--- src/hw/rtl/pld_pkg.sv ---
// Shared types, widths and constants for the limited-integral dead-band PID core.
package pld_pkg;

  localparam int unsigned ValW    = 16;  // Q7.8 values, gains, Q4.11 output
  localparam int unsigned ErrW    = 17;  // setpoint - measured, exact
  localparam int unsigned SumW    = 24;  // integral, Q15.8
  localparam int unsigned CountW  = 8;
  localparam int unsigned IdxW    = 3;
  localparam int unsigned UFieldW = 15;  // unsigned config fields

  localparam int unsigned SettleSamplesDef = 10;
  localparam int unsigned DeadBandDef      = 0;

  // Configuration register indexes
  localparam logic [IdxW-1:0] RegGainP     = 3'd0;
  localparam logic [IdxW-1:0] RegGainI     = 3'd1;
  localparam logic [IdxW-1:0] RegGainD     = 3'd2;
  localparam logic [IdxW-1:0] RegSetpoint  = 3'd3;
  localparam logic [IdxW-1:0] RegEpsilon   = 3'd4;
  localparam logic [IdxW-1:0] RegStepLimit = 3'd5;
  localparam logic [IdxW-1:0] RegCeiling   = 3'd6;
  localparam logic [IdxW-1:0] RegFloor     = 3'd7;

  typedef struct packed {
    logic signed [ValW-1:0] gain_p;
    logic signed [ValW-1:0] gain_i;
    logic signed [ValW-1:0] gain_d;
    logic signed [ValW-1:0] setpoint;
    logic [UFieldW-1:0]     band_epsilon;
    logic [UFieldW-1:0]     sum_step_limit;
    logic [UFieldW-1:0]     out_ceiling;
    logic signed [ValW-1:0] out_floor;
  } cfg_t;

  // Terms handed from the state stage to the output stage
  typedef struct packed {
    logic signed [ErrW-1:0] err;
    logic signed [SumW-1:0] error_sum;
    logic signed [ErrW-1:0] vel;
    logic                   settled;
  } term_t;

endpackage

--- src/hw/rtl/pld_regs.sv ---
// Configuration register file of the PID core.
module pld_regs
  import pld_pkg::*;
(
  input  logic            clk_i,
  input  logic            rst_ni,
  input  logic            wr_en_i,
  input  logic [IdxW-1:0] wr_idx_i,
  input  logic [ValW-1:0] wr_data_i,
  output cfg_t            cfg_o
);

  cfg_t cfg_q, cfg_d;

  always_comb begin
    cfg_d = cfg_q;
    if (wr_en_i) begin
      case (wr_idx_i)
        RegGainP:     cfg_d.gain_p         = wr_data_i;
        RegGainI:     cfg_d.gain_i         = wr_data_i;
        RegGainD:     cfg_d.gain_d         = wr_data_i;
        RegSetpoint:  cfg_d.setpoint       = wr_data_i;
        RegEpsilon:   cfg_d.band_epsilon   = wr_data_i[UFieldW-1:0];
        RegStepLimit: cfg_d.sum_step_limit = wr_data_i[UFieldW-1:0];
        RegCeiling:   cfg_d.out_ceiling    = wr_data_i[UFieldW-1:0];
        RegFloor:     cfg_d.out_floor      = wr_data_i;
        default:      cfg_d = cfg_q;
      endcase
    end
  end

  always_ff @(posedge clk_i or negedge rst_ni) begin
    if (!rst_ni) begin
      cfg_q.gain_p         <= '0;
      cfg_q.gain_i         <= '0;
      cfg_q.gain_d         <= '0;
      cfg_q.setpoint       <= '0;
      cfg_q.band_epsilon   <= '0;
      cfg_q.sum_step_limit <= 15'd13;
      cfg_q.out_ceiling    <= 15'h7fff;
      cfg_q.out_floor      <= 16'sh8000;
    end else begin
      cfg_q <= cfg_d;
    end
  end

  assign cfg_o = cfg_q;

endmodule

--- src/hw/rtl/pld_state.sv ---
// Input register, integral / velocity / settle-count update and term register.
module pld_state
  import pld_pkg::*;
#(
  parameter int unsigned SETTLE_SAMPLES = SettleSamplesDef
) (
  input  logic            clk_i,
  input  logic            rst_ni,
  input  cfg_t            cfg_i,
  input  logic            in_valid_i,
  output logic            in_ready_o,
  input  logic [ValW-1:0] in_meas_i,
  input  logic            in_clr_i,
  output logic            term_valid_o,
  input  logic            term_ready_i,
  output term_t           term_o
);

  logic                   in_valid_q;
  logic signed [ValW-1:0] meas_q;
  logic                   clr_q;

  logic                   term_valid_q;
  term_t                  term_q, term_d;

  logic signed [ValW-1:0]   last_q, last_d;
  logic                     first_q, first_d;
  logic signed [SumW-1:0]   sum_q, sum_d;
  logic [CountW-1:0]        count_q, count_d;

  logic                     advance;
  logic                     term_free;
  logic signed [ErrW-1:0]   err, eps, lim, add;
  logic signed [SumW-1:0]   sum0, base;
  logic signed [SumW+1:0]   sum_wide;
  logic                     in_band, settled;

  assign term_free    = !term_valid_q || term_ready_i;
  assign advance      = in_valid_q && term_free;
  assign in_ready_o   = !in_valid_q || term_free;
  assign term_valid_o = term_valid_q;
  assign term_o       = term_q;

  always_comb begin
    err  = ErrW'(cfg_i.setpoint) - ErrW'(meas_q);
    eps  = $signed({2'b00, cfg_i.band_epsilon});
    lim  = $signed({2'b00, cfg_i.sum_step_limit});
    sum0 = clr_q ? '0 : sum_q;
    base = sum0;
    add  = err;
    if (err >= eps) begin
      if (sum0 < 0) base = '0;
      if (err >= lim) add = lim;
    end else if (err <= -eps) begin
      if (sum0 > 0) base = '0;
      if (err <= -lim) add = -lim;
    end else begin
      base = '0;
      add  = '0;
    end
    sum_wide = (SumW+2)'(base) + (SumW+2)'(add);
    if (sum_wide > (SumW+2)'(signed'({1'b0, {(SumW-1){1'b1}}}))) begin
      sum_d = {1'b0, {(SumW-1){1'b1}}};
    end else if (sum_wide < -(SumW+2)'(signed'({2'b01, {(SumW-1){1'b0}}}))) begin
      sum_d = {1'b1, {(SumW-1){1'b0}}};
    end else begin
      sum_d = sum_wide[SumW-1:0];
    end

    // Hold the count once settled; drop it on any out-of-band sample
    in_band = (err <= eps) && (err >= -eps);
    settled = 1'b0;
    count_d = count_q;
    if (in_band) begin
      if (count_q >= CountW'(SETTLE_SAMPLES)) settled = 1'b1;
      else count_d = count_q + 1'b1;
    end else begin
      count_d = '0;
    end

    last_d  = meas_q;
    first_d = 1'b0;

    term_d.err       = err;
    term_d.error_sum = sum_d;
    term_d.vel       = first_q ? '0 : ErrW'(meas_q) - ErrW'(last_q);
    term_d.settled   = settled;
  end

  always_ff @(posedge clk_i or negedge rst_ni) begin
    if (!rst_ni) begin
      in_valid_q   <= 1'b0;
      term_valid_q <= 1'b0;
      last_q       <= '0;
      first_q      <= 1'b1;
      sum_q        <= '0;
      count_q      <= '0;
    end else begin
      if (in_ready_o) in_valid_q <= in_valid_i;
      if (term_free) term_valid_q <= in_valid_q;
      if (advance) begin
        last_q  <= last_d;
        first_q <= first_d;
        sum_q   <= sum_d;
        count_q <= count_d;
      end
    end
  end

  always_ff @(posedge clk_i) begin
    if (in_ready_o && in_valid_i) begin
      meas_q <= in_meas_i;
      clr_q  <= in_clr_i;
    end
    if (advance) term_q <= term_d;
  end

endmodule

--- src/hw/rtl/pld_out.sv ---
// Gain products, rounding, clamp, dead band and result register.
module pld_out
  import pld_pkg::*;
#(
  parameter int unsigned DEAD_BAND = DeadBandDef
) (
  input  logic            clk_i,
  input  logic            rst_ni,
  input  cfg_t            cfg_i,
  input  logic            term_valid_i,
  output logic            term_ready_o,
  input  term_t           term_i,
  output logic            out_valid_o,
  input  logic            out_ready_i,
  output logic [ValW-1:0] out_drive_o,
  output logic            out_settled_o
);

  localparam int unsigned ProdPW = ValW + ErrW;
  localparam int unsigned ProdIW = ValW + SumW;
  localparam int unsigned AccW   = ProdIW + 2;
  localparam int unsigned OW     = AccW - 5;

  logic                     out_valid_q;
  logic [ValW-1:0]          drive_q, drive_d;
  logic                     settled_q;

  logic signed [ProdPW-1:0] prod_p, prod_d;
  logic signed [ProdIW-1:0] prod_i;
  logic signed [AccW-1:0]   acc, rnd;
  logic signed [OW-1:0]     o, ceil_w, floor_w, db_w;

  assign term_ready_o = !out_valid_q || out_ready_i;

  always_comb begin
    prod_p  = term_i.err * cfg_i.gain_p;
    prod_i  = term_i.error_sum * cfg_i.gain_i;
    prod_d  = term_i.vel * cfg_i.gain_d;
    acc     = AccW'(prod_p) + AccW'(prod_i) - AccW'(prod_d);
    // Round half up to Q4.11: floor of (acc + 16) / 32
    rnd     = acc + AccW'(16);
    o       = $signed(rnd[AccW-1:5]);
    ceil_w  = $signed({{(OW-UFieldW){1'b0}}, cfg_i.out_ceiling});
    floor_w = OW'(cfg_i.out_floor);
    db_w    = $signed({{(OW-UFieldW){1'b0}}, UFieldW'(DEAD_BAND)});
    if (o > ceil_w) begin
      drive_d = ceil_w[ValW-1:0];
    end else if (o < floor_w) begin
      drive_d = floor_w[ValW-1:0];
    end else if (o > -db_w && o < db_w) begin
      drive_d = '0;
    end else begin
      drive_d = o[ValW-1:0];
    end
  end

  always_ff @(posedge clk_i or negedge rst_ni) begin
    if (!rst_ni) begin
      out_valid_q <= 1'b0;
    end else if (term_ready_o) begin
      out_valid_q <= term_valid_i;
    end
  end

  always_ff @(posedge clk_i) begin
    if (term_ready_o && term_valid_i) begin
      drive_q   <= drive_d;
      settled_q <= term_i.settled;
    end
  end

  assign out_valid_o   = out_valid_q;
  assign out_drive_o   = drive_q;
  assign out_settled_o = settled_q;

endmodule

--- src/hw/rtl/pid_limited_integral_deadband_core.sv ---
// Fixed-point PID core: input register, state update stage, product and clamp stage.
// An accepted input beat passes the input, term and result registers in turn to the output.
// Throughput: one beat per cycle; each stage advances whenever the next one has room,
// so a result waiting on the output register stalls the input once the stages behind it fill.
// Reset: asynchronous, active low; clears config to defaults, integral, count and
// last measurement, and marks the next sample as the first one (zero velocity).
module pid_limited_integral_deadband_core
  import pld_pkg::*;
#(
  parameter int unsigned SETTLE_SAMPLES = SettleSamplesDef,
  parameter int unsigned DEAD_BAND      = DeadBandDef
) (
  input  logic            clk_i,
  input  logic            rst_ni,
  // configuration write channel
  input  logic            cfg_valid_i,
  output logic            cfg_ready_o,
  input  logic [IdxW-1:0] cfg_index_i,
  input  logic [ValW-1:0] cfg_data_i,
  // sample stream in
  input  logic            s_axis_tvalid,
  output logic            s_axis_tready,
  input  logic [15:0]     s_axis_tdata,   // [15:0] measured
  input  logic            s_axis_tuser,   // [0] clear_integral
  // result stream out
  output logic            m_axis_tvalid,
  input  logic            m_axis_tready,
  output logic [15:0]     m_axis_tdata,   // [15:0] drive
  output logic            m_axis_tuser    // [0] settled
);

  cfg_t  cfg;
  term_t term;
  logic  term_valid, term_ready;

  assign cfg_ready_o = 1'b1;

  pld_regs u_regs (
    .clk_i     (clk_i),
    .rst_ni    (rst_ni),
    .wr_en_i   (cfg_valid_i),
    .wr_idx_i  (cfg_index_i),
    .wr_data_i (cfg_data_i),
    .cfg_o     (cfg)
  );

  pld_state #(
    .SETTLE_SAMPLES (SETTLE_SAMPLES)
  ) u_state (
    .clk_i        (clk_i),
    .rst_ni       (rst_ni),
    .cfg_i        (cfg),
    .in_valid_i   (s_axis_tvalid),
    .in_ready_o   (s_axis_tready),
    .in_meas_i    (s_axis_tdata),
    .in_clr_i     (s_axis_tuser),
    .term_valid_o (term_valid),
    .term_ready_i (term_ready),
    .term_o       (term)
  );

  pld_out #(
    .DEAD_BAND (DEAD_BAND)
  ) u_out (
    .clk_i         (clk_i),
    .rst_ni        (rst_ni),
    .cfg_i         (cfg),
    .term_valid_i  (term_valid),
    .term_ready_o  (term_ready),
    .term_i        (term),
    .out_valid_o   (m_axis_tvalid),
    .out_ready_i   (m_axis_tready),
    .out_drive_o   (m_axis_tdata),
    .out_settled_o (m_axis_tuser)
  );

endmodule
--- config.mk ---
export PLATFORM = sky130hd
export DESIGN_NAME = pid_limited_integral_deadband_core
export DESIGN_NICKNAME = d
export VERILOG_FILES = /design/src/hw/rtl/pld_pkg.sv /design/src/hw/rtl/pld_regs.sv /design/src/hw/rtl/pld_state.sv /design/src/hw/rtl/pld_out.sv /design/src/hw/rtl/pid_limited_integral_deadband_core.sv
export SDC_FILE = /design/constraint.sdc
export NUM_CORES = 2
export LEC_CHECK = 0
export ABC_AREA = 1
export BUFFER_PORTS_ARGS = -buffer_cell sky130_fd_sc_hd__buf_2
export CAP_MARGIN = 0
export CORE_AREA = 5 5 321 323
export DETAILED_ROUTE_END_ITERATION = 8
export DIE_AREA = 0 0 326 328
export PLACE_DENSITY = 0.68
export SYNTH_ARGS = -nofsm -noshare
export SYNTH_HDL_FRONTEND = slang
export SYNTH_SLANG_ARGS = --single-unit
--- constraint.sdc ---
create_clock -name clk_i -period 10.68 [get_ports clk_i]
set_input_delay 1.602 -clock clk_i [delete_from_list [all_inputs] [get_ports clk_i]]
set_output_delay 1.602 -clock clk_i [all_outputs]
set_load 0.005 [all_outputs]
==> results.toml <==
[synth]
synth_top_cell_by_area = "fa_1"
syn-instance-count = 6619
synth.yosys.warnings = 0
synth_edf_count = 93
netlist_area_sq_um = 54460
synth_seq_cells = 270
syn_nets = 8150
synth_commonest_cells = "1,841 x inv_1, 1,608 x nand2_1, 1,103 x fa_1"
yosysSeqAreaShare_pct = 13.31
ys.flop_type = "dfrtp_1"
synthMostInstantiatedCell = "inv_1"
synthArstFlopShare_pct = 65.56
synth_area_per_cell_sq_um = 8.228
synth.distinct_cells = 61
synthTopCellsByArea = "fa_1 41%, inv_1 13%, nand2_1 11%, ha_1 8.9%, dfrtp_1 7.2%"
synth.top_cell.area_share_pct = 40.55

[timing]
final.hold.worst_slack_ps = 469.9
report.final.setup_viol = 0
max_slew.worst_pin.slew_ps = 1260
timing.setup.tns_ps = 0
final_max_slew_viol_count = 0
timing.final.crit_share_pct = 96.15
final_hold_viol_count = 0
fin_skew_ps = 42.25
layout_min_cycle_time_ps = 10270
rsz_0062_raised_after_global_routing = "false"
max_freq_ghz = 0.09739
relSlewSlack_pct = 15.99

[final_layout]
area_delta_synth_final_pct = 5.691
layout.nets = 8111
fin_cells = 7912
finish.utilization_pct = 57.81
drive_gt1_share_pct = 5.873

[die]
cell_row_count = 116
core_region_area_sq_um = 99570
die_width_microns = 326
floorplan.initialDensity_pct = 54.70
design.die.area_sq_um = 106900
boundaryPins = 61
die-height_microns = 328

[status]
status = "complete, no violations"

[clocking]
cts_inserted_buffers = 36
clk_path_buf_depth = 3
cts_root_buf = "clkbuf_16"
tritoncts_clock_tree = "done"
worst_skew_pair.late_latency_ps = 590
cts.clk_slew.worst_paths_ps = 70
clock_sink_count = 270
htree_num_levels = 2

[worst_setup_path]
critical_path.reg2reg.endpoint = "u_out.out_drive_o[15]"
critical_path.startpoint = "u_state.term_o[25]"
worst_path_largest_cell_delay_ps = 840
ff2ff_path_depth = 41
element_type_at_the_critical_path_start = "flop"
critical-path-slowest-cell = "edfxtp_1"
cp-endpoint = "u_out.out_drive_o[15]"
reg2reg_from = "u_state.term_o[25]"
cp-end-kind = "flop"
kind_of_critical_path = "flop to flop"
worst-endpoint-required_ps = 11110
worst_path_arrival_ps = 10690
path_max_fanout = 16
reg2reg_slack_ps = 410

[routing]
drc = 0
detail_route.wirelength.met1_microns = 65220
detail_route.iter0.violations = 3612
met2WireLength_microns = 71900
first_pass_iters = 6
routed.top_layer = "met5"
met3_length_microns = 13960
detail-route-antenna-nets = 0
routed_via_density = 5.277
via_count = 41750
wire_length_per_cell_microns = 19.92
postRouteWirelength_microns = 157600

[global_routing]
grt_pass1_wl_microns = 252100
first_global_vias = 44250
grt_antenna_before_repair = 8
grt_overflow_total = 0
grt_max_degree = 69
grt_use_total_pct = 30.37

[placement]
hpwl_microns = 135300
gpl.final_weighted_congestion = 0.9639
placed_cells = 7812
io_buffers = 59

[worst_hold_path]
min-delay-path-class = "flop to flop"

[run]
drv_cap = 0
[cells in the final DEF, fill, tap and decap left out, drive strengths merged, types with 2 or more instances in the layout]
cell type,synthesis,routed
inv,1851,1854
nand2,1650,1650
fa,1103,1103
ha,387,387
o21ai,285,285
nor2,220,220
buf,31,188
nand3,159,159
dfrtp,157,157
a21oi,155,155
edfxtp,93,93
xor2,70,70
clkbuf,235,51
nand4,28,28
nor3,28,28
or2,26,26
xnor2,22,22
dfstp,20,20
o21bai,15,15
nor4,13,13
clkinv,4,12
a21o,11,11
o211ai,10,10
diode,0,7
a211oi,7,7
o22ai,5,5
nand3b,5,5
o21a,5,5
clkinvlp,0,4
o2111ai,3,3
a31oi,3,3
or4,2,2
o31ai,2,2
and3,2,2
a21boi,2,2
o221ai,2,2
a221oi,2,2
and2,2,2
[how the worst min path moves through the flow]
| stage | end | depth (start not counted) | startpoint | slack [ps] |
|---|---|---|---|---|
| final | u_out.out_settled_o | 0 | u_state.term_o[0] | 470 |
| after global routing | u_out.out_settled_o | 0 | u_state.term_o[0] | 480 |
| after CTS | u_out.out_settled_o | 0 | u_state.term_o[0] | 480 |
| after detailed placement | u_state.sum_q[5] | 2 | u_state.sum_q[5] | 460 |
| after global placement | u_state.sum_q[9] | 2 | u_state.sum_q[9] | 460 |
| after floorplan | u_out.out_settled_o | 0 | u_state.term_o[0] | 400 |
[worst max-delay path, delay by kind of cell (launching register included)]
family	cells	cell delay (ps)
adders and majority gates	11	5480
and+or+nand+nor	16	2080
DFF	1	840
buffers and inverters	10	740
xor gates and xnor gates	1	520
AOI/OAI and AO/OA	3	400
[area by class of cell]
cell class / count / area (sq um)
Antenna cell: 7 / 17.52
Multi-Input combinational cell: 4228 / 39210
Inverter: 1855 / 6970
Timing Repair Buffer: 189 / 1330
Clock buffer: 50 / 1025
Fill cell: 8924 / 42010
Tap cell: 1298 / 1624
Clock inverter: 15 / 121.4
Sequential cell: 270 / 7261
[per-stage QoR]
stage / setup slack (ps) / instance area [sq um]
2_1_floorplan: 977.9 / 54460
3_3_place_gp: 390.6 / 56150
3_5_place_dp: 368.4 / 56150
4_1_cts: 238.5 / 57290
5_1_grt: 2.490 / 57550
6_report: 411.6 / 57560
[state kept, by name, indices dropped and copies added, names as in the netlist]
| signal | count |
|---|---|
| u_regs.cfg_o | 125 |
| u_state.term_o | 59 |
| u_state.sum_q | 24 |
| u_out.out_drive_o | 16 |
| u_state.last_d | 16 |
| u_state.last_q | 16 |
| u_state.count_q | 8 |
| u_out.out_settled_o | 1 |
| u_out.out_valid_o | 1 |
| u_state.clr_q | 1 |
| u_state.first_q | 1 |
| u_state.in_valid_q | 1 |
| u_state.term_valid_o | 1 |
[repair_timing]
action / in CTS / in global routing
setup endpoints to repair: 0 / 16
hold buffers: 0 / 0
buffers inserted: 0 / 28
gates resized for setup: 0 / 16
[routing by layer]
metal  vias up  GRT usage [%]
li1      19100              -
met1     20750          41.18
met2      1592          48.65
met3       298          6.656
met4         8          10.97
met5         -              0
[logic make-up after synthesis]
| kind of cell | Yosys count | share of synthesized area [%] |
|---|---|---|
| compound gates | 509 | 5.043 |
| xor+xnor | 92 | 1.569 |
| fa+ha+maj | 1490 | 49.44 |
| buf+inv | 2121 | 14.74 |
| flops | 270 | 13.31 |
| other cells | 1 | 0.006886 |
| simple gates | 2136 | 15.90 |
Power is left out: the tool's default activity adds up to more than one toggle a clock period on the data nets, which glitch-free logic cannot reach.
